[src/rtl/fsc_shell_weight_filter_macros.svh]
// assertion macros for the shell weight filter rtl
`ifndef FSC_SHELL_WEIGHT_FILTER_MACROS_SVH
`define FSC_SHELL_WEIGHT_FILTER_MACROS_SVH

// same-cycle implication, checked outside reset
`define FSW_ASSERT_IMPL(name, ante, cons, msg) \
  name: assert property (@(posedge clk) disable iff (!rst_n) (ante) |-> (cons)) \
    else $error(msg);

// next-cycle implication, checked outside reset
`define FSW_ASSERT_NEXT(name, ante, cons, msg) \
  name: assert property (@(posedge clk) disable iff (!rst_n) (ante) |=> (cons)) \
    else $error(msg);

`endif

[src/rtl/fsw_queue.sv]
// small fifo between the front and back parts
`default_nettype none
module fsw_queue #(
  parameter int unsigned DATA_W = 8,
  parameter int unsigned DEPTH  = 4
) (
  input  wire logic              clk,
  input  wire logic              rst_n,
  input  wire logic              push_valid,
  output logic                   push_ready,
  input  wire logic [DATA_W-1:0] push_data,
  output logic                   pop_valid,
  input  wire logic              pop_ready,
  output logic [DATA_W-1:0]      pop_data
);
  localparam int unsigned PTR_W = (DEPTH > 1) ? $clog2(DEPTH) : 1;
  localparam int unsigned CNT_W = $clog2(DEPTH + 1);

  logic [DATA_W-1:0] slot_r [DEPTH];
  logic [PTR_W-1:0]  wr_ptr_r, rd_ptr_r;
  logic [CNT_W-1:0]  cnt_r;
  logic              do_push, do_pop;

  assign push_ready = cnt_r != CNT_W'(DEPTH);
  assign pop_valid  = cnt_r != '0;
  assign pop_data   = slot_r[rd_ptr_r];
  assign do_push    = push_valid && push_ready;
  assign do_pop     = pop_valid && pop_ready;

  always_ff @(posedge clk) begin
    if (!rst_n) begin
      wr_ptr_r <= '0;
      rd_ptr_r <= '0;
      cnt_r    <= '0;
    end else begin
      if (do_push) begin
        wr_ptr_r <= (wr_ptr_r == PTR_W'(DEPTH - 1)) ? '0 : wr_ptr_r + 1'b1;
      end
      if (do_pop) begin
        rd_ptr_r <= (rd_ptr_r == PTR_W'(DEPTH - 1)) ? '0 : rd_ptr_r + 1'b1;
      end
      if (do_push && !do_pop) begin
        cnt_r <= cnt_r + 1'b1;
      end else if (do_pop && !do_push) begin
        cnt_r <= cnt_r - 1'b1;
      end
    end
  end

  always_ff @(posedge clk) begin
    if (do_push) begin
      slot_r[wr_ptr_r] <= push_data;
    end
  end
endmodule
`default_nettype wire

[config.mk]
export PLATFORM = sky130hd
export DESIGN_NAME = fsw_queue
export DESIGN_NICKNAME = d
export VERILOG_FILES = /design/src/rtl/fsc_shell_weight_filter_macros.svh /design/src/rtl/fsw_queue.sv
export SDC_FILE = /design/constraint.sdc
export NUM_CORES = 1
export LEC_CHECK = 0
export BUFFER_PORTS_ARGS = -buffer_cell sky130_fd_sc_hd__buf_2
export CAP_MARGIN = 20
export CORE_ASPECT_RATIO = 1.5
export CORE_MARGIN = 2
export CORE_UTILIZATION = 50
export DETAILED_ROUTE_END_ITERATION = 16
export GPL_ROUTABILITY_DRIVEN = 0
export PLACE_DENSITY = 0.76
export SETUP_SLACK_MARGIN = 0.02
export SKIP_LAST_GASP = 1
export SLEW_MARGIN = 20
export SYNTH_ARGS = -nofsm -noshare
export SYNTH_HDL_FRONTEND = slang
export SYNTH_SLANG_ARGS = --single-unit
export TNS_END_PERCENT = 10
[constraint.sdc]
create_clock -name clk -period 6.4 [get_ports clk]
set_clock_uncertainty 0.1 [all_clocks]
set_input_delay 0.32 -clock clk [delete_from_list [all_inputs] [get_ports clk]]
set_output_delay 0.32 -clock clk [all_outputs]
set_load 0.02 [all_outputs]
# [Yosys cells after proc, flatten, opt, wreduce, memory -nomap -nowiden]
# Memory sizes are Yosys's and may differ from the RTL's. A register that Yosys moved wholly into a read port is not among the register bits.
# Cells that the tools add are included.
# W data, S select, Z words.
[op_classes] addsub=4 n_eq_ne=3 muxes=8 n_reduce_logical=8
[op_table] operator="$mux W2" n=4
[op_table] operator="$mux W3" n=2
[op_table] operator="$add A2 B1 Y2 const B" n=2
[op_table] operator="$eq A2 B2 Y1 const B" n=2
[op_table] operator="$logic_and A1 B1 Y1" n=4
[op_table] operator="$add A3 B1 Y3 const B" n=1
[op_table] operator="$ne A3 B3 Y1 const B" n=1
[op_table] operator="$reduce_bool A3 Y1" n=1
[op_table] operator="$sub A3 B1 Y3 const B" n=1
[op_table] operator="$logic_not A1 Y1" n=2
[op_table] operator="$mux W1" n=2
[op_table] operator="$reduce_bool A2 Y1" n=1
[totals] reg_bits=7 mem_bits_rw=32 inputBits=12 word_cells=27 memories=1
[memory_table] name="slot_r" words=4 width=8 rd=1 rd_clocked_by_memory_dff=1 wr=1 line="fsw_queue.sv:19" source="logic [DATA_W-1:0] slot_r [DEPTH];"

# [Longest topological paths before layout]
[depth] depth_word=6 ltp_mapped=9 ltp_nobuf=8

# [Worst setup path after synthesis]
# Ideal clock, no wire load.
[synth_timing] path_kind="register -> register" start="register cnt_r[0]" end="register cnt_r[2]" setup_ns=0.076 arrival_time_ns=2.155 required_time_ns=6.224 slack_ns=4.069 path_stages_with_launch=10 n_path_buf=1 cell_sequence="dfxtp_1 or3b_1 clkbuf_2 and2_4 ha_1 inv_1 fa_1 xor2_1 or3_2 a21boi_0"
[synth_via] elab_chain_len=5
[synth_lines] element="from (decl)" line="fsw_queue.sv:21" source="logic [CNT_W-1:0] cnt_r;"
[synth_lines] element="from (signal assigned)" line="fsw_queue.sv:43" source="cnt_r <= cnt_r + 1'b1;"
[synth_lines] element="from (signal assigned)" line="fsw_queue.sv:45" source="cnt_r <= cnt_r - 1'b1;"
[synth_lines] element="$ne A3 B3 Y1 *" line="fsw_queue.sv:24" source="assign push_ready = cnt_r != CNT_W'(DEPTH);"
[synth_lines] element="via push_ready" line="fsw_queue.sv:10" source="output logic push_ready,"
[synth_lines] element="$logic_and A1 B1 Y1 *" line="fsw_queue.sv:27" source="assign do_push = push_valid && push_ready;"
[synth_lines] element="via do_push" line="fsw_queue.sv:22" source="logic do_push, do_pop;"
[synth_lines] element="$logic_not A1 Y1" line="fsw_queue.sv:44" source="end else if (do_pop && !do_push) begin"
[synth_lines] element="$logic_and A1 B1 Y1" line="fsw_queue.sv:44"
[synth_lines] element="$reduce_bool A2 Y1 (no source line)"
# The timed path passes the listed nets; every way through them passes the cells marked *. The select of a mux whose other input is x is not followed.
# A chain may end at the register's enable or synchronous reset.

# [Final worst setup path]
[layout_timing] start="register cnt_r[1]" end="register cnt_r[2]"
[layout_via] elab_chain_len=5
[layout_lines] element="parallel branches: the longest is 5 deep, another holds $sub A3 B1 Y3"
# Several ways; the timed one is not identified. The select of a mux whose other input is x is not followed.

==> results.md <==
- Vias in the first global route: 857
- Horiz. Die Dim: 50.7 µm
- DRT Pass-1 Iters: 4
- Slew HR: 63.3%
- Maximum clock path buffer count: 2
- Synthesized Nets: 112
- Worst slew pin tran: 0.546 ns
- Top-area cell type share of the netlist area: 58.8%
- Hold WC Path Type: in -> reg
- Layout cells sized above 1: 36.4%
- Setup ws final: 3.87 ns
- Sequential area share after synthesis: 69.8%
- Fill count: 259
- Area share of xor/xnor cells in the synthesized design: 1.07%
- Combinational Power Share: 28.5%
- Cell variety after synth: 26
- Main combinational cell family by area after synthesis: multiplexers
- # Post-CTS Setup Buffers: 0
- Site Rows: 25
- Cell internal pwr: 514 µW
- I/O Pins: 22
- CP endpoint kind: flip-flop
- Clk pin slew, worst setup/hold paths: 0.07 ns
- Worst reg-to-reg setup slack: 3.87 ns
- Synth area leaders: edfxtp_1 59%, dfxtp_1 11%, mux4_2 11%, ha_1 4.6%, and3_2 1.8%
- TritonCTS clock tree: yes
- Fin crit period: 2.53 ns
- Multi-input gate area: 465 µm²
- Worst-case vdd ir drop: 247 µV
- Switching pwr: 224 µW
- GRT Util Overall: 15.0%
- Post-synthesis cell count: 93
- # setup viols final: 0
- Synthesized flop and latch total: 41
- Largest net degree at the start of global routing: 13
- Via count: 836
- Clock power frac: 22.4%
- Worst setup path class: reg -> reg
- Initial cell density of the core: 52.3%
- Max Slew Vio Count: 0
- Resized Gates After CTS: 0
- Synthesized area per cell: 17.6 µm²
- Status: completed
- Reg2Reg Depth: 7
- Pre-CTS worst setup slack: 3.87 ns
- Clk Latency, worst-skew pair: 0.28 ns
- Adder-cell share of the synthesized area: 5.81%
- Final worst path period share: 39.5%
- DP Wirelength: 1720 µm
- Core Area: 3130 µm²
- Sw Share: 30.3%
- NumNets Final: 136
- Critical register-to-register path startpoint: cnt_r[1]$_SDFFE_PN0P_
- EDFF count, synth: 32
- FFs w/ async S/R, synth: 0%
- Crit Reg-Reg Endpoint: cnt_r[2]$_SDFFE_PN0P_
- Root buf cell: clkbuf_8
- Pwr Density: 396 nW/µm²
- DR iter-0 viols: 26
- Mux cell area share after synthesis: 12.2%
- Post-synthesis simple-gate area fraction: 7.19%
- Total Wirelength: 2360 µm
- First-pass GRT wire length: 3950 µm
- Power share of the sequential group: 49.2%
- CTS Buf Count: 5
- # DRC: 0
- Register area: 1140 µm²
- Hold_sp: push_data[5]
- Post-synth top cells: 32 x edfxtp_1, 9 x dfxtp_1, 8 x mux4_2
- Final Hold Viols: 0
- Ys Warns: 0
- Port Buf Inserts: 21
- Drt via density: 5.29
- Highest Clock Rate: 0.396 GHz
- Worst hold endpoint: slot_r[3][5]$_DFFE_PP_
- Top-count cell post-synth: edfxtp_1
- Antenna diodes: 0
- Global route total overflow: 0
- Antenna violations before repair: 0
- RSZ-0062 raised after global routing: no
- Synth Area in Compound Gates: 2.14%
- Critical Path AT: 2.64 ns
- Peak fanout along the critical path: 5
- Post-synth top flop: edfxtp_1
- Level count of the clock H-tree: 2
- Critical Path RT: 6.51 ns
- Post-Syn Area: 1640 µm²
- Leak pwr: 0.683 nW
- WL/cell: 15.0 µm
- P&R area growth vs syn: 14.0%
- Worst Hold Path Cells: 1
- Die area: 3750 µm²
- Startpoint types: flip-flop
- Dominant cell type by area after synthesis: edfxtp_1
- Die H: 74.0 µm
- Cts hold-fix bufs: 0
- Routed Antenna Nets: 0
- Sink Count: 41
- Maxcap violations: 0
- Setup TNS: 0 ns
-- power groups by stage --
stage          sequential (mW)  combinational (mW)  clock, mW
2_1_floorplan            0.350               0.174          0
3_5_place_dp             0.370               0.213          0
4_1_cts                  0.364               0.213      0.170
6_report                 0.362               0.210      0.165
3_3_place_gp             0.367               0.205          0
5_1_grt                  0.370               0.231      0.178
-- per-layer routing --
| metal | share of wire, % | vias up | track usage, % |
|---|---|---|---|
| li1 | - | 404 | - |
| met1 | 40 | 404 | 16.7 |
| met2 | 53 | 22 | 25.9 |
| met3 | 4.4 | 6 | 4.22 |
| met4 | 2.8 | 0 | 8.11 |
| met5 | 0 | - | 0 |
-- state kept, by name, indices dropped and copies added (netlist names), named ones only --
name      flops
slot_r       32
rd_ptr_r      2
wr_ptr_r      2
cnt_r         3
-- cells in the final DEF (no fill, tap or decap), drive strengths merged, types with 3 or more instances in the layout --
cell type	count
and3	4
o21ai	4
mux4	8
buf	21
clkbuf	6
ha	6
nand2	5
edfxtp	32
inv	3
dfxtp	9
-- worst max-delay path, cell delays in order (launching register included) --
cell and delay [ns]:
dfxtp_1 0.36, o31ai_1 0.52, ha_1 0.30, inv_1 0.07
fa_1 0.38, xor2_1 0.16, or3_2 0.40, a21boi_0 0.16
-- cell type report --
| type | instances | area share [%] |
|---|---|---|
| timing repair buffer | 21 | 5.64 |
| multi-input combinational | 45 | 25.0 |
| sequential | 41 | 61.2 |
| clock buffer | 6 | 4.43 |
| inverter | 3 | 0.604 |
| tap | 40 | 2.68 |
| clock inverter | 2 | 0.470 |
-- how the worst max path moves through the flow --
stage	from	endpoint	slack, ns	cells after the start
final	cnt_r[1]$_SDFFE_PN0P_	cnt_r[2]$_SDFFE_PN0P_	3.87	7
after global routing	cnt_r[1]$_SDFFE_PN0P_	cnt_r[2]$_SDFFE_PN0P_	3.75	7
after CTS	cnt_r[1]$_SDFFE_PN0P_	cnt_r[2]$_SDFFE_PN0P_	3.86	7
after detailed placement	cnt_r[1]$_SDFFE_PN0P_	cnt_r[2]$_SDFFE_PN0P_	3.87	7
after global placement	cnt_r[0]$_SDFFE_PN0P_	cnt_r[2]$_SDFFE_PN0P_	4.04	7
after floorplan	cnt_r[0]$_SDFFE_PN0P_	cnt_r[2]$_SDFFE_PN0P_	4.07	9
-- through the flow --
stage	power (mW)	cells	instance area (µm²)	utilization, %	hold WS, ns
after floorplan	0.524	93	1640	-	0.319
after global placement	0.571	150	1770	56.7	0.388
after detailed placement	0.583	150	1770	56.7	0.395
after CTS	0.748	158	1860	59.6	0.135
after global routing	0.779	158	1860	59.6	0.144
final	0.737	158	1860	59.6	0.148
-- cell families after synthesis --
logic type / Yosys count
and+or+nand+nor: 20
DFF: 41
adders and majority gates: 7
muxes: 10
buffers and inverters: 7
AOI/OAI and AO/OA: 6
xor gates and xnor gates: 2
No activity file was read; power rests on OpenSTA's default activity.
