===== src/rtl/fsc_shell_weight_filter_macros.svh =====
// assertion macros for the shell weight filter rtl
`ifndef FSC_SHELL_WEIGHT_FILTER_MACROS_SVH
`define FSC_SHELL_WEIGHT_FILTER_MACROS_SVH

// same-cycle implication, checked outside reset
`define FSW_ASSERT_IMPL(name, ante, cons, msg) \
  name: assert property (@(posedge clk) disable iff (!rst_n) (ante) |-> (cons)) \
    else $error(msg);

// next-cycle implication, checked outside reset
`define FSW_ASSERT_NEXT(name, ante, cons, msg) \
  name: assert property (@(posedge clk) disable iff (!rst_n) (ante) |=> (cons)) \
    else $error(msg);

`endif


===== src/rtl/fsw_pkg.sv =====
// shared types and constants of the shell weight filter
`default_nettype none
package fsw_pkg;
  localparam int unsigned IDX_W   = 7;
  localparam int unsigned VAL_W   = 16;
  localparam int unsigned CRD_W   = 8;
  localparam int unsigned SQ_W    = 16;
  localparam int unsigned WGT_W   = 17;
  localparam int unsigned OUTW_W  = 16;
  localparam int unsigned VOL_W   = 9;
  localparam int unsigned CFGI_W  = 2;
  localparam int unsigned RT_STEPS   = 10;
  localparam int unsigned DIV_STEPS  = 33;
  localparam int unsigned ROOT_STEPS = 17;

  localparam logic ACT_LOAD  = 1'b0;
  localparam logic ACT_VOXEL = 1'b1;

  localparam logic MODE_FINAL  = 1'b0;
  localparam logic MODE_BINARY = 1'b1;

  localparam logic [CFGI_W-1:0] CFG_FILTER_MODE   = 2'd0;
  localparam logic [CFGI_W-1:0] CFG_VOLUME_SIZE   = 2'd1;
  localparam logic [CFGI_W-1:0] CFG_FSC_THRESHOLD = 2'd2;

  localparam logic [VOL_W-1:0]        VOLUME_SIZE_RST = 9'd256;
  localparam logic signed [VAL_W-1:0] THRESHOLD_RST   = 16'sd14090;
  localparam logic [WGT_W-1:0]        WEIGHT_ONE      = 17'd32768;

  typedef struct packed {
    logic                    action;
    logic [IDX_W-1:0]        shell_index;
    logic signed [VAL_W-1:0] shell_value;
    logic [SQ_W-1:0]         sq_x;
    logic [SQ_W-1:0]         sq_y;
    logic [SQ_W-1:0]         sq_z;
  } q_item_t;

  typedef struct packed {
    logic                    start;
    logic [IDX_W-1:0]        idx;
    logic signed [VAL_W-1:0] value;
  } wu_req_t;

  typedef struct packed {
    logic             we;
    logic [IDX_W-1:0] idx;
    logic [WGT_W-1:0] weight;
  } wu_wr_t;

  typedef enum logic [1:0] {
    WU_IDLE,
    WU_DIV,
    WU_ROOT,
    WU_DONE
  } wu_state_t;
endpackage
`default_nettype wire


===== src/rtl/fsw_front.sv =====
// front stage: accepts transactions and squares the centre offsets
`default_nettype none
module fsw_front #(
  parameter int unsigned COEF_BITS = 32
) (
  input  wire logic                                clk,
  input  wire logic                                rst_n,
  input  wire logic                                in_valid,
  output logic                                     in_ready,
  input  wire logic                                in_action,
  input  wire logic [fsw_pkg::IDX_W-1:0]           in_shell_index,
  input  wire logic signed [fsw_pkg::VAL_W-1:0]    in_shell_value,
  input  wire logic [fsw_pkg::CRD_W-1:0]           in_coord_x,
  input  wire logic [fsw_pkg::CRD_W-1:0]           in_coord_y,
  input  wire logic [fsw_pkg::CRD_W-1:0]           in_coord_z,
  input  wire logic signed [COEF_BITS-1:0]         in_coef_re,
  input  wire logic signed [COEF_BITS-1:0]         in_coef_im,
  input  wire logic [fsw_pkg::VOL_W-1:0]           volume_size,
  output logic                                     f_valid,
  input  wire logic                                f_ready,
  output fsw_pkg::q_item_t                         f_item,
  output logic [COEF_BITS-1:0]                     f_re,
  output logic [COEF_BITS-1:0]                     f_im
);
  logic                   f_valid_r;
  fsw_pkg::q_item_t       item_r;
  fsw_pkg::q_item_t       item_nxt;
  logic [COEF_BITS-1:0]   re_r;
  logic [COEF_BITS-1:0]   im_r;
  logic [8:0]             half;
  logic signed [8:0]      dx, dy, dz;
  logic signed [17:0]     px, py, pz;
  logic                   accept;

  assign in_ready = !f_valid_r || f_ready;
  assign accept   = in_valid && in_ready;
  assign half     = {1'b0, volume_size[8:1]};

  // offsets from the centre, squared
  always_comb begin
    dx = $signed({1'b0, in_coord_x}) - $signed(half);
    dy = $signed({1'b0, in_coord_y}) - $signed(half);
    dz = $signed({1'b0, in_coord_z}) - $signed(half);
    px = dx * dx;
    py = dy * dy;
    pz = dz * dz;
    item_nxt.action      = in_action;
    item_nxt.shell_index = in_shell_index;
    item_nxt.shell_value = in_shell_value;
    item_nxt.sq_x        = px[fsw_pkg::SQ_W-1:0];
    item_nxt.sq_y        = py[fsw_pkg::SQ_W-1:0];
    item_nxt.sq_z        = pz[fsw_pkg::SQ_W-1:0];
  end

  always_ff @(posedge clk) begin
    if (!rst_n) begin
      f_valid_r <= 1'b0;
    end else if (accept) begin
      f_valid_r <= 1'b1;
    end else if (f_ready) begin
      f_valid_r <= 1'b0;
    end
  end

  always_ff @(posedge clk) begin
    if (accept) begin
      item_r <= item_nxt;
      re_r   <= in_coef_re;
      im_r   <= in_coef_im;
    end
  end

  assign f_valid = f_valid_r;
  assign f_item  = item_r;
  assign f_re    = re_r;
  assign f_im    = im_r;
endmodule
`default_nettype wire


===== config.mk =====
export PLATFORM = sky130hd
export DESIGN_NAME = fsw_front
export DESIGN_NICKNAME = d
export VERILOG_FILES = /design/src/rtl/fsc_shell_weight_filter_macros.svh /design/src/rtl/fsw_pkg.sv /design/src/rtl/fsw_front.sv
export SDC_FILE = /design/constraint.sdc
export NUM_CORES = 1
export LEC_CHECK = 0
export BUFFER_PORTS_ARGS = -buffer_cell sky130_fd_sc_hd__buf_2
export CAP_MARGIN = 20
export CORE_ASPECT_RATIO = 1.75
export CORE_MARGIN = 2
export CORE_UTILIZATION = 50
export CTS_BUF_LIST = sky130_fd_sc_hd__clkbuf_2
export CTS_CLUSTER_SIZE = 10
export DETAILED_ROUTE_END_ITERATION = 7
export MAX_ROUTING_LAYER = met4
export PLACE_DENSITY = 0.74
export SLEW_MARGIN = 20
export SYNTH_ARGS = -nofsm -noshare
export SYNTH_HDL_FRONTEND = slang
export SYNTH_SLANG_ARGS = --single-unit

===== constraint.sdc =====
create_clock -name clk -period 8.05 [get_ports clk]
set_input_delay 1.2075 -clock clk [delete_from_list [all_inputs] [get_ports clk]]
set_output_delay 1.2075 -clock clk [all_outputs]
set_load 0.05 [all_outputs]

==> After elaboration in Yosys (flattened, before gate mapping) <==
Index checks and enable logic that the tools add are counted.
{ "op_classes": {"n_addsub": 3, "n_mul": 3, "div_mod_pow": 0, "order_cmp": 0, "n_eq_ne": 0, "shifts": 0, "mux": 2, "bitwise_logic": 0, "n_reduce_logical": 4} }
{ "op_table": {"columns": ["operator", "count"], "rows": [
  ["9-bit by 9-bit multiplier with 16-bit output", 3],
  ["8-bit by 8-bit subtractor with 9-bit output", 3],
  ["1-bit 2-to-1 mux", 2],
  ["2-bit nonzero test", 1],
  ["1-bit logical AND", 1],
  ["1-bit logical NOT", 1],
  ["1-bit logical OR", 1]
]} }
{ "word_totals": {"regBits": 137, "latch_bits": 0, "ram_bits": 0, "rom_bits": 0, "in_bits": 125, "output_inout_bits": 138, "word_cells": 21, "memories": 0} }

==> Depth between registers and ports, before layout <==
{ "depth": {"depth_word": 4, "ltp_mapped": 29, "depth_no_buf": 29} }

==> Least setup slack after synthesis <==
Ideal clock, no wire load.
{ "synth_timing": {"path_kind": "input-to-reg", "startpoint": "input in_coord_z[0] (netlist bit)", "endpoint": "register item_r (netlist bit f_item[15]), data pin", "setup_time_ns": 0.260, "t_arrival_ns": 7.037, "required_ns": 7.790, "slack_ns": 0.753, "stages": 25, "path_buffers": 0, "cell_sequence": "inv_1 ha_1 fa_1 nor2b_1 o31a_1 o21ai_1 a211o_1 inv_1 nor2_1 fa_1 inv_1 fa_1 inv_1 fa_1 fa_1 inv_1 fa_1 inv_1 ha_1 a21oi_1 nor2b_1 o31a_1 o21a_1 a311o_1 xnor2_1"} }
{ "synth_via": {"elab_chain_len": 2} }
{ "synth_lines": {"columns": ["element", "line", "source"], "rows": [
  ["start: declaration", "fsw_front.sv:15", "input wire logic [fsw_pkg::CRD_W-1:0] in_coord_z,"],
  ["8-bit by 8-bit subtractor with 9-bit output", "fsw_front.sv:43", "dz = $signed({1'b0, in_coord_z}) - $signed(half);"],
  ["9-bit by 9-bit multiplier with 16-bit output", "fsw_front.sv:46", "pz = dz * dz;"],
  ["named net pz[15]", "fsw_front.sv:32", "logic signed [17:0] px, py, pz;"],
  ["end signal: assignment", "fsw_front.sv:67", "item_r <= item_nxt;"],
  ["end: declaration", "fsw_front.sv:26", "fsw_pkg::q_item_t item_r;"]
]} }
The timed path passes the listed nets, and every way through them passes these cells.
A chain may end at the register's enable or synchronous reset.

==> Final worst setup path <==
Same ends and word-level chain as after synthesis.

==> impl_metrics.env <==
export IMPL_hold_ws_ps=554
export IMPL_rsz0062_at_grt="false"
export IMPL_max_freq_ghz=0.140
export IMPL_path_class="primary input to register"
export IMPL_drt_iter0_drc=293
export IMPL_finalCritPeriodShare_pct=89.0
export IMPL_track_usage_pct=21.3
export IMPL_cts_tree="built"
export IMPL_port_buffers=258
export IMPL_grt_pass1_vias=9032
export IMPL_max_slew_margin_pct=32.6
export IMPL_status="finished, final reports clean"
export IMPL_crit_required_ps=8620
export IMPL_viasPerCell=5.00
export IMPL_gp_congestion=0.922
export IMPL_numCtsBuffers=17
export IMPL_antenna_found_initial=3
export IMPL_setup_viol=0
export IMPL_placementRows=75
export IMPL_cts_max_path_buffers=2
export IMPL_yosys_warnings=0
export IMPL_cts_setup_buffers=0
export IMPL_fin_skew_ps=45.2
export IMPL_clock_sinks=134
export IMPL_post_dp_hpwl_um=21200
export IMPL_hold_path_class="register to register"
export IMPL_synth_edf_count=133
export IMPL_netlist_area_um2=12100
export IMPL_clk_pin_slew_worst_paths_ps=270
export IMPL_cap_violations=0
export IMPL_async_flop_share_pct=0
export IMPL_synth_area_per_cell_um2=11.3
export IMPL_remaining_drc_errors=0
export IMPL_fp_dieW_um=122
export IMPL_layout_drive_gt1_share_pct=24.3
export IMPL_hold_viol_final=0
export IMPL_cts_resized=0
export IMPL_tightest_slew_ps=1010
export IMPL_arrival_ps=7730
export IMPL_yosys_cell_types_count=61
export IMPL_firstDrtPassIters=4
export IMPL_finish_utilization_pct=59.1
export IMPL_nets=1764
export IMPL_globalRoute_totalOverflow=0
export IMPL_place_ws_ps=75.1
export IMPL_dieHeight_um=210
export IMPL_ys_seq_area_share_pct=33.1
export IMPL_grt_pass1_wl_um=41100
export IMPL_final_common_cell="buf_2"
export IMPL_setup_ws_ps=888
export IMPL_synth_ff_type="edfxtp_1"
export IMPL_layout_min_cycle_time_ps=7160
export IMPL_clock_latency_ps=770
export IMPL_crit_fanout=6
export IMPL_grt_max_degree=84
export IMPL_vias=8405
export IMPL_start_util_pct=50.6
export IMPL_maxSlewViolCount=0
export IMPL_final_cell_mix="buf_2 (258), inv_1 (237), fa_1 (148)"
export IMPL_cp_start_kind="primary input"
export IMPL_cts_max_level=4
export IMPL_syn_to_final_growth_pct=16.8
export IMPL_fin_setup_tns_ps=0
export IMPL_core_um2=23900
export IMPL_drt_total_wl_um=25300
export IMPL_postCtsHoldBufs=0
export IMPL_design_die_area_um2=25500
export IMPL_route_antenna_remaining_nets=0
export IMPL_r2r_start="f_valid$_SDFFE_PN0P_"
export IMPL_crit_path_end_kind="register"
export IMPL_cts_root_buf="clkbuf_2"
export IMPL_io_pins=263
export IMPL_ys_seq_elements=134
export IMPL_hold_start="f_valid$_SDFFE_PN0P_"
export IMPL_wl_per_cell_um=15.1
export IMPL_startpoint="in_coord_z[0]"
export IMPL_syn_inst=1071
synth_stat cells (4+ instances only):
library cell / count / area share (%)
mux2i_1: 5 / 0.41
nor2_1: 82 / 2.5
o21a_1: 12 / 0.74
ha_1: 135 / 14
o21bai_1: 5 / 0.31
a21o_1: 20 / 1.2
inv_1: 237 / 7.3
clkbuf_1: 5 / 0.15
edfxtp_1: 133 / 33
a21oi_1: 24 / 0.99
o21ai_0: 13 / 0.54
nand2_1: 74 / 2.3
nand2b_1: 11 / 0.57
xnor2_1: 58 / 4.2
nor2b_1: 9 / 0.46
fa_1: 148 / 24
xor2_1: 23 / 1.7
nor3_1: 4 / 0.17
or2_2: 6 / 0.31
and2_1: 8 / 0.41
state kept, by name, summed over array words and instances, names as in the netlist:
register	count
f_re	32
f_im	32
f_item	69
f_valid	1
critical path, stage by stage:
cell      delay (ps)
buf_2            100
inv_1             60
ha_1             200
fa_1             400
nor2b_1          190
o31a_1           170
o21ai_1           90
nand2b_1         130
xor2_1           330
inv_1            210
nor2_1           220
xor2_1           190
ha_1             180
a21oi_1           50
fa_1             530
inv_1             60
fa_1             490
fa_1             560
inv_1             60
fa_1             540
inv_1             40
ha_1             330
a21oi_1          270
nor2b_1          100
o31a_1           260
o21a_1           180
a311o_1          410
xnor2_1          150
cells by family (layout without fill, tap and decap cells):
logic type	count (synthesis)	count (layout)	share of synthesized area (%)
xor gates and xnor gates	83	83	6.12
and+or+nand+nor	204	204	7.36
muxes	8	8	0.692
buffers and inverters	251	547	7.89
AOI/OAI and AO/OA	107	107	6.38
other	1	7	0.0309
DFF	134	134	33.1
adders and majority gates	283	283	38.4
final timing paths:
check,slack (ps),cells after the start,endpoint
worst max-delay path,890,28,f_item[15]$_DFFE_PP_
worst min-delay path,550,2,f_valid$_SDFFE_PN0P_
worst max register to register,5690,3,f_item[49]$_DFFE_PP_
worst min register to register,550,2,f_valid$_SDFFE_PN0P_
through the flow:
step / instance area [um2] / cells
2_1_floorplan: 12100 / 1073
3_3_place_gp: 13900 / 1645
3_5_place_dp: 13900 / 1645
4_1_cts: 14100 / 1677
5_1_grt: 14100 / 1680
6_report: 14200 / 1681
metal layers:
metal	wire length [um]	track usage [%]
met1	8970	21.2
met2	14100	39.7
met3	1200	3.17
met4	1020	10.3
met5	0	-
cell type report:
class,instances,area [um2]
clock buffers,17,85.1
multi-input cells,688,7160
well taps,308,385
diodes,4,10.0
fillers,2119,9780
repair buffers,272,1400
flip-flops and latches,134,4010
clock inverters,15,190
inverters,243,915
Power is not shown: default switching activity piles up to over one toggle a cycle in this logic, so the estimate is an artifact.
