**config.mk**
```make
export PLATFORM = sky130hd
export DESIGN_NAME = fsw_wunit
export DESIGN_NICKNAME = d
export VERILOG_FILES = /design/src/rtl/fsc_shell_weight_filter_macros.svh /design/src/rtl/fsw_pkg.sv /design/src/rtl/fsw_wunit.sv
export SDC_FILE = /design/constraint.sdc
export NUM_CORES = 1
export LEC_CHECK = 0
export ABC_CLOCK_PERIOD_IN_PS = 21600
export BUFFER_PORTS_ARGS = -buffer_cell sky130_fd_sc_hd__buf_4
export CAP_MARGIN = 20
export CORE_MARGIN = 2
export CORE_UTILIZATION = 35
export DETAILED_ROUTE_END_ITERATION = 6
export SYNTH_ARGS = -nofsm -noshare
export SYNTH_HDL_FRONTEND = slang
export SYNTH_SLANG_ARGS = --single-unit
```
**constraint.sdc**
```tcl
create_clock -name clk -period 21.6 [get_ports clk]
set_input_delay 4.32 -clock clk [delete_from_list [all_inputs] [get_ports clk]]
set_output_delay 4.32 -clock clk [all_outputs]
set_load 0.02 [all_outputs]
```
**src/rtl/fsc_shell_weight_filter_macros.svh**
```systemverilog
// assertion macros for the shell weight filter rtl
`ifndef FSC_SHELL_WEIGHT_FILTER_MACROS_SVH
`define FSC_SHELL_WEIGHT_FILTER_MACROS_SVH

// same-cycle implication, checked outside reset
`define FSW_ASSERT_IMPL(name, ante, cons, msg) \
  name: assert property (@(posedge clk) disable iff (!rst_n) (ante) |-> (cons)) \
    else $error(msg);

// next-cycle implication, checked outside reset
`define FSW_ASSERT_NEXT(name, ante, cons, msg) \
  name: assert property (@(posedge clk) disable iff (!rst_n) (ante) |=> (cons)) \
    else $error(msg);

`endif

```
**src/rtl/fsw_pkg.sv**
```systemverilog
// shared types and constants of the shell weight filter
`default_nettype none
package fsw_pkg;
  localparam int unsigned IDX_W   = 7;
  localparam int unsigned VAL_W   = 16;
  localparam int unsigned CRD_W   = 8;
  localparam int unsigned SQ_W    = 16;
  localparam int unsigned WGT_W   = 17;
  localparam int unsigned OUTW_W  = 16;
  localparam int unsigned VOL_W   = 9;
  localparam int unsigned CFGI_W  = 2;
  localparam int unsigned RT_STEPS   = 10;
  localparam int unsigned DIV_STEPS  = 33;
  localparam int unsigned ROOT_STEPS = 17;

  localparam logic ACT_LOAD  = 1'b0;
  localparam logic ACT_VOXEL = 1'b1;

  localparam logic MODE_FINAL  = 1'b0;
  localparam logic MODE_BINARY = 1'b1;

  localparam logic [CFGI_W-1:0] CFG_FILTER_MODE   = 2'd0;
  localparam logic [CFGI_W-1:0] CFG_VOLUME_SIZE   = 2'd1;
  localparam logic [CFGI_W-1:0] CFG_FSC_THRESHOLD = 2'd2;

  localparam logic [VOL_W-1:0]        VOLUME_SIZE_RST = 9'd256;
  localparam logic signed [VAL_W-1:0] THRESHOLD_RST   = 16'sd14090;
  localparam logic [WGT_W-1:0]        WEIGHT_ONE      = 17'd32768;

  typedef struct packed {
    logic                    action;
    logic [IDX_W-1:0]        shell_index;
    logic signed [VAL_W-1:0] shell_value;
    logic [SQ_W-1:0]         sq_x;
    logic [SQ_W-1:0]         sq_y;
    logic [SQ_W-1:0]         sq_z;
  } q_item_t;

  typedef struct packed {
    logic                    start;
    logic [IDX_W-1:0]        idx;
    logic signed [VAL_W-1:0] value;
  } wu_req_t;

  typedef struct packed {
    logic             we;
    logic [IDX_W-1:0] idx;
    logic [WGT_W-1:0] weight;
  } wu_wr_t;

  typedef enum logic [1:0] {
    WU_IDLE,
    WU_DIV,
    WU_ROOT,
    WU_DONE
  } wu_state_t;
endpackage
`default_nettype wire

```
**src/rtl/fsw_wunit.sv**
```systemverilog
// shell weight unit: round(32768*sqrt(2v/(v+32768))) by serial divide and root
`default_nettype none
module fsw_wunit (
  input  wire logic       clk,
  input  wire logic       rst_n,
  input  fsw_pkg::wu_req_t req,
  output logic            busy,
  output fsw_pkg::wu_wr_t  wr
);
  fsw_pkg::wu_state_t state_r, state_nxt;
  logic [5:0]          cnt_r;
  logic [15:0]         den_r;
  logic [16:0]         rem_r;
  logic [32:0]         q_r;
  logic [33:0]         x_r, res_r, one_r;
  logic [fsw_pkg::IDX_W-1:0] idx_r;
  logic [14:0]         vpos;
  logic [16:0]         rem_sh, rem_nxt;
  logic                div_ge;
  logic [32:0]         q_nxt;
  logic [33:0]         root_sum;
  logic                root_ge;
  logic [33:0]         res_inc;

  // non-positive values weigh zero: they run with a zero numerator
  assign vpos = (req.value > 0) ? req.value[14:0] : 15'd0;

  always_comb begin
    rem_sh   = {rem_r[15:0], 1'b0};
    div_ge   = rem_sh >= {1'b0, den_r};
    rem_nxt  = div_ge ? rem_sh - {1'b0, den_r} : rem_sh;
    q_nxt    = {q_r[31:0], div_ge};
    root_sum = res_r + one_r;
    root_ge  = x_r >= root_sum;
    res_inc  = res_r + 34'd1;
  end

  always_comb begin
    state_nxt = state_r;
    case (state_r)
      fsw_pkg::WU_IDLE: if (req.start) state_nxt = fsw_pkg::WU_DIV;
      fsw_pkg::WU_DIV:  if (cnt_r == 6'(fsw_pkg::DIV_STEPS - 1)) state_nxt = fsw_pkg::WU_ROOT;
      fsw_pkg::WU_ROOT: if (cnt_r == 6'(fsw_pkg::ROOT_STEPS - 1)) state_nxt = fsw_pkg::WU_DONE;
      fsw_pkg::WU_DONE: state_nxt = fsw_pkg::WU_IDLE;
      default:          state_nxt = fsw_pkg::WU_IDLE;
    endcase
  end

  always_comb begin
    busy      = 1'b1;
    wr.we     = 1'b0;
    wr.idx    = idx_r;
    wr.weight = res_inc[17:1];
    case (state_r)
      fsw_pkg::WU_IDLE: busy  = 1'b0;
      fsw_pkg::WU_DONE: wr.we = 1'b1;
      default:          busy  = 1'b1;
    endcase
  end

  always_ff @(posedge clk) begin
    if (!rst_n) begin
      state_r <= fsw_pkg::WU_IDLE;
    end else begin
      state_r <= state_nxt;
    end
  end

  always_ff @(posedge clk) begin
    case (state_r)
      fsw_pkg::WU_IDLE: begin
        idx_r <= req.idx;
        den_r <= {1'b1, vpos};
        rem_r <= {2'b00, vpos};
        q_r   <= '0;
        cnt_r <= '0;
      end
      fsw_pkg::WU_DIV: begin
        rem_r <= rem_nxt;
        q_r   <= q_nxt;
        if (cnt_r == 6'(fsw_pkg::DIV_STEPS - 1)) begin
          x_r   <= {1'b0, q_nxt};
          res_r <= '0;
          one_r <= 34'd1 << 32;
          cnt_r <= '0;
        end else begin
          cnt_r <= cnt_r + 6'd1;
        end
      end
      fsw_pkg::WU_ROOT: begin
        if (root_ge) begin
          x_r   <= x_r - root_sum;
          res_r <= (res_r >> 1) + one_r;
        end else begin
          res_r <= res_r >> 1;
        end
        one_r <= one_r >> 2;
        cnt_r <= cnt_r + 6'd1;
      end
      default: begin
        cnt_r <= '0;
      end
    endcase
  end
endmodule
`default_nettype wire

```
# --- Word-level counts from Yosys, hierarchy flattened ---
# Index checks and enable logic that the tools add are counted.
classes:
  addsub: 6
  order_cmp: 3
  n_eq_ne: 9
  mux: 20
  reduce_logical: 6
ops:
  columns: ["op", "n"]
  rows:
  - ["$pmux W34 S2", 3]
  - ["$mux W34", 5]
  - ["$pmux W32 S2", 1]
  - ["$add A33 B34 Y34", 1]
  - ["$add A34 B34 Y34", 1]
  - ["$ge A34 B34 Y1", 1]
  - ["$sub A34 B34 Y34", 1]
  - ["$pmux W16 S2", 1]
  - ["$add A18 B1 Y18 const B", 1]
  - ["$ge A17 B16 Y1", 1]
  - ["$gt A16 B1 Y1 const B", 1]
  - ["$mux W16", 1]
  - ["$sub A16 B16 Y16", 1]
  - ["$mux W15", 1]
  - ["$pmux W6 S2", 1]
  - ["$ne A2 B2 Y1 const B", 4]
  - ["$pmux W2 S4", 1]
  - ["$add A6 B1 Y6 const B", 1]
  - ["$eq A6 B5 Y1 const B", 1]
  - ["$eq A6 B6 Y1 const B", 1]
  - ["$mux W2", 3]
  - ["$mux W6", 1]
  - ["$reduce_and A3 Y1", 2]
  - ["$eq A2 B2 Y1 const B", 2]
  - ["5 further kinds", 7]
totals:
  regBits: 180
  input_bits: 26
  output_inout_bits: 26
  wordCells: 53

# --- Depth between registers and ports, before layout ---
logic_depth:
  depth_word: 4
  mapped_depth: 20

# --- Least setup slack after synthesis ---
# Ideal clock, no wire load.
synth_path:
  kind: "reg-to-reg"
  start: "reg state_r[0]"
  end: "reg x_r[0], enable pin"
  setup_time_ns: 0.478
  t_arrival_ns: 7.445
  path_slack_ns: 13.677
  path_stages_with_launch: 7
  path_buffers: 1
  period_less_slack_ns: 7.923
  path_cell_list: "dfxtp_1 > inv_1 > ha_1 > clkbuf_1 > inv_2 > a21boi_0 > a21boi_0"
synth_via:
  elab_chain_len: 3
synth_rtl:
  columns: ["item", "line", "source"]
  rows:
  - ["from (decl)", "fsw_wunit.sv:10", "fsw_pkg::wu_state_t state_r, state_nxt;"]
  - ["from (signal assigned)", "fsw_wunit.sv:63", "state_r <= fsw_pkg::WU_IDLE;"]
  - ["from (signal assigned)", "fsw_wunit.sv:65", "state_r <= state_nxt;"]
  - ["$eq A2 B2 Y1 / $eq A2 B1 Y1 (equally long branches)", "fsw_wunit.sv:70", "case (state_r)"]
  - ["$ne A2 B2 Y1 (no line) / $reduce_bool A2 Y1 (equally long branches)", null, null]
  - ["$reduce_and A3 Y1 (no line) *", null, null]
  - ["to (signal assigned)", "fsw_wunit.sv:82", "x_r <= {1'b0, q_nxt};"]
  - ["to (signal assigned)", "fsw_wunit.sv:92", "x_r <= x_r - root_sum;"]
  - ["to (decl)", "fsw_wunit.sv:15", "logic [33:0] x_r, res_r, one_r;"]
# Mark *: on every way between the ends. The rest lies on a longest branch, timed or not.
# A chain may end at the register's enable or synchronous reset.

==> out/metrics.yaml <==
hold_buffers: 0
synth_edf_count: 155
rsz0062_at_grt: "no"
dpl.cell_count: 1627
synth_ff_type: "edfxtp_1"
routedWlPerCell_um: 15.4
start_util: 0.356
num_io_pins: 52
startpoint_type: "flop"
globalRouteMet2Util: 0.255
io_buffer_count: 51
place_congestion: 0.818
ys_seq_elements: 163
core_mm2: 0.0326
worst_ep_arrival_time_ps: 2270
routed_wl_um: 25600
clk_latency_ps: 450
overflow: 0
clock_skew_ps: 15.2
cts_root_buffer: "clkbuf_16"
busiest_layer: "met2"
period_share: 0.305
cp_max_fo: 12
yosysSeqAreaShare: 0.414
fin_cells: 1659
clk_pin_slew_ps: 70
drt_iter0_markers: 595
drive_gt1_frac: 0.117
cts_inserted_buffers: 17
postRouteAntennaNets: 0
fin_tns_setup_ps: 0
grt_antenna_before_repair: 0
worst_ep_required_time_ps: 17280
netlist_instances: 1165
cts_num_sinks: 163
finalCriticalPeriod_ps: 6590
finalNetCount: 1325
synth_cell_types: 66
fin_util: 0.401
maxSlewViolCount: 0
cts.path.max_buffers: 2
use_met3: 0.0280
slew_headroom: 0.439
worst_pin_slew_ps: 842
syn_avg_cell_area_um2: 9.98
vias: 8711
antenna_cells: 0
htree_levels: 4
remaining_drc_errors: 0
crit_type: "reg -> out"
grtUsageTotal: 0.156
dr.pass1.iters: 6
tritoncts: "built"
grt_max_degree: 74
via_per_inst: 5.25
grt_pass1_vias: 8655
final_hold_viol_count: 0
min-delay-path-class: "reg -> reg"
ys.warnings.count: 0
dp_hpwl_um: 18200
synth_nets: 1285
die_height_um: 186
postCtsSetupBuffers: 0
row_count: 66
status: "completed"
fillers: 3185
max_freq_mhz: 152
cts_resized: 0
final-setup-viol-count: 0
gr-usage-met1: 0.208
worst_setup_path_end_kind: "primary output"
hold_slack_ps: 470
dieArea_mm2: 0.0347
synthArstFlopShare: 0
syn2layout_area_growth_pct: 12.4
grt_pass1_wl_um: 42700
die_w_um: 186
cap_violations: 0
synth.cell_area_mm2: 0.0116
[cell usage after synthesis, types with 3 or more instances]
library cell,n,area share
nand3b_1,4,0.0026
or3_1,13,0.0070
dfxtp_1,8,0.014
a21o_1,34,0.022
xnor2_1,61,0.046
o221ai_1,3,0.0023
a31o_2,8,0.0060
xor2_1,40,0.030
nor4_1,6,0.0032
clkbuf_1,28,0.0090
a21oi_1,86,0.037
a21boi_0,6,0.0039
a211oi_1,21,0.014
mux2i_1,17,0.015
o31a_1,5,0.0038
and2_1,58,0.031
o31ai_1,12,0.0077
o211ai_1,10,0.0065
buf_2,8,0.0034
inv_1,44,0.014
o21ai_0,59,0.025
nand2b_1,12,0.0065
and3_1,14,0.0075
nand2_1,83,0.027
edfxtp_1,155,0.40
or2_2,4,0.0022
nand3_1,26,0.011
nand4_1,13,0.0070
nor2b_1,27,0.015
ha_1,92,0.099
o21bai_1,12,0.0077
a211o_1,4,0.0030
nor3_1,16,0.0069
nor2_1,73,0.024
a41oi_1,3,0.0023
mux2_2,25,0.024
a31oi_1,28,0.015
o21a_1,9,0.0058
[worst max-delay path, cell delays in order (launching register included)]
cell      delay, ps
edfxtp_1        610
and3_1          270
and3_1          210
nand3_1         110
nor2_1          190
nand4_1         130
xnor2_1         160
buf_4           160
[per-layer routing]
metal | vias to the layer above | wire length [um]
met4 | 0 | 439
met3 | 22 | 819
li1 | 4404 | -
met1 | 4133 | 12800
met5 | - | 0
met2 | 152 | 11600
[per-stage QoR]
stage	area (um^2)	setup WS, ps
6_report	13100	15010
3_5_place_dp	12500	15450
3_3_place_gp	12500	15470
5_1_grt	13100	14760
2_1_floorplan	11600	13680
4_1_cts	13100	14960
[final timing paths]
| kind | end | slack (ps) | depth (start not counted) | start |
|---|---|---|---|---|
| max | wr[16] | 15010 | 7 | res_r[7] |
| min | cnt_r[0] | 470 | 1 | cnt_r[0] |
| max reg2reg | x_r[33] | 15750 | 18 | res_r[2] |
| min reg2reg | cnt_r[0] | 470 | 1 | cnt_r[0] |
[layout by cell type (no fill, tap or decap), drive strengths merged, types with 4 or more instances in the layout]
cell type,instances
edfxtp,155
ha,92
a21oi,87
nand2,83
nor2,73
xnor2,61
buf,61
o21ai,60
and2,58
inv,50
xor2,40
a21o,34
a31oi,29
nor2b,27
nand3,26
mux2,25
a211oi,22
clkbuf,19
mux2i,17
nor3,16
and3,14
nand4,13
or3,13
o31ai,13
nand2b,12
o21bai,12
o211ai,11
o21a,9
a31o,8
dfxtp,8
nor4,6
a21boi,6
o31a,5
a211o,4
or2,4
nand3b,4
o221ai,4
clkinv,4
[registers in the layout, summed over array words and instances (netlist names)]
| register | count |
|---|---|
| cnt_r | 6 |
| state_r | 2 |
| one_r | 17 |
| x_r | 34 |
| rem_r | 16 |
| res_r | 34 |
| den_r | 15 |
| idx_r | 7 |
| q_r | 32 |
[kinds of logic after synthesis]
logic type | share of synthesized area
compound gates | 0.186
xor+xnor | 0.0761
fa+ha+maj | 0.102
buf+inv | 0.0292
flops | 0.414
mux | 0.0389
simple gates | 0.154
[area by class of cell]
| class | instances | area, um^2 | share of cell area |
|---|---|---|---|
| tap | 442 | 553 | 0.0423 |
| clock buffer | 19 | 433 | 0.0331 |
| inverter | 45 | 169 | 0.0129 |
| timing repair buffer | 61 | 485 | 0.0372 |
| sequential | 163 | 4810 | 0.368 |
| multi-input combinational | 917 | 6510 | 0.498 |
| clock inverter | 12 | 100 | 0.00766 |
Power is left out: the tool's default activity adds up to more than one toggle a clock period on the data nets, which glitch-free logic cannot reach.
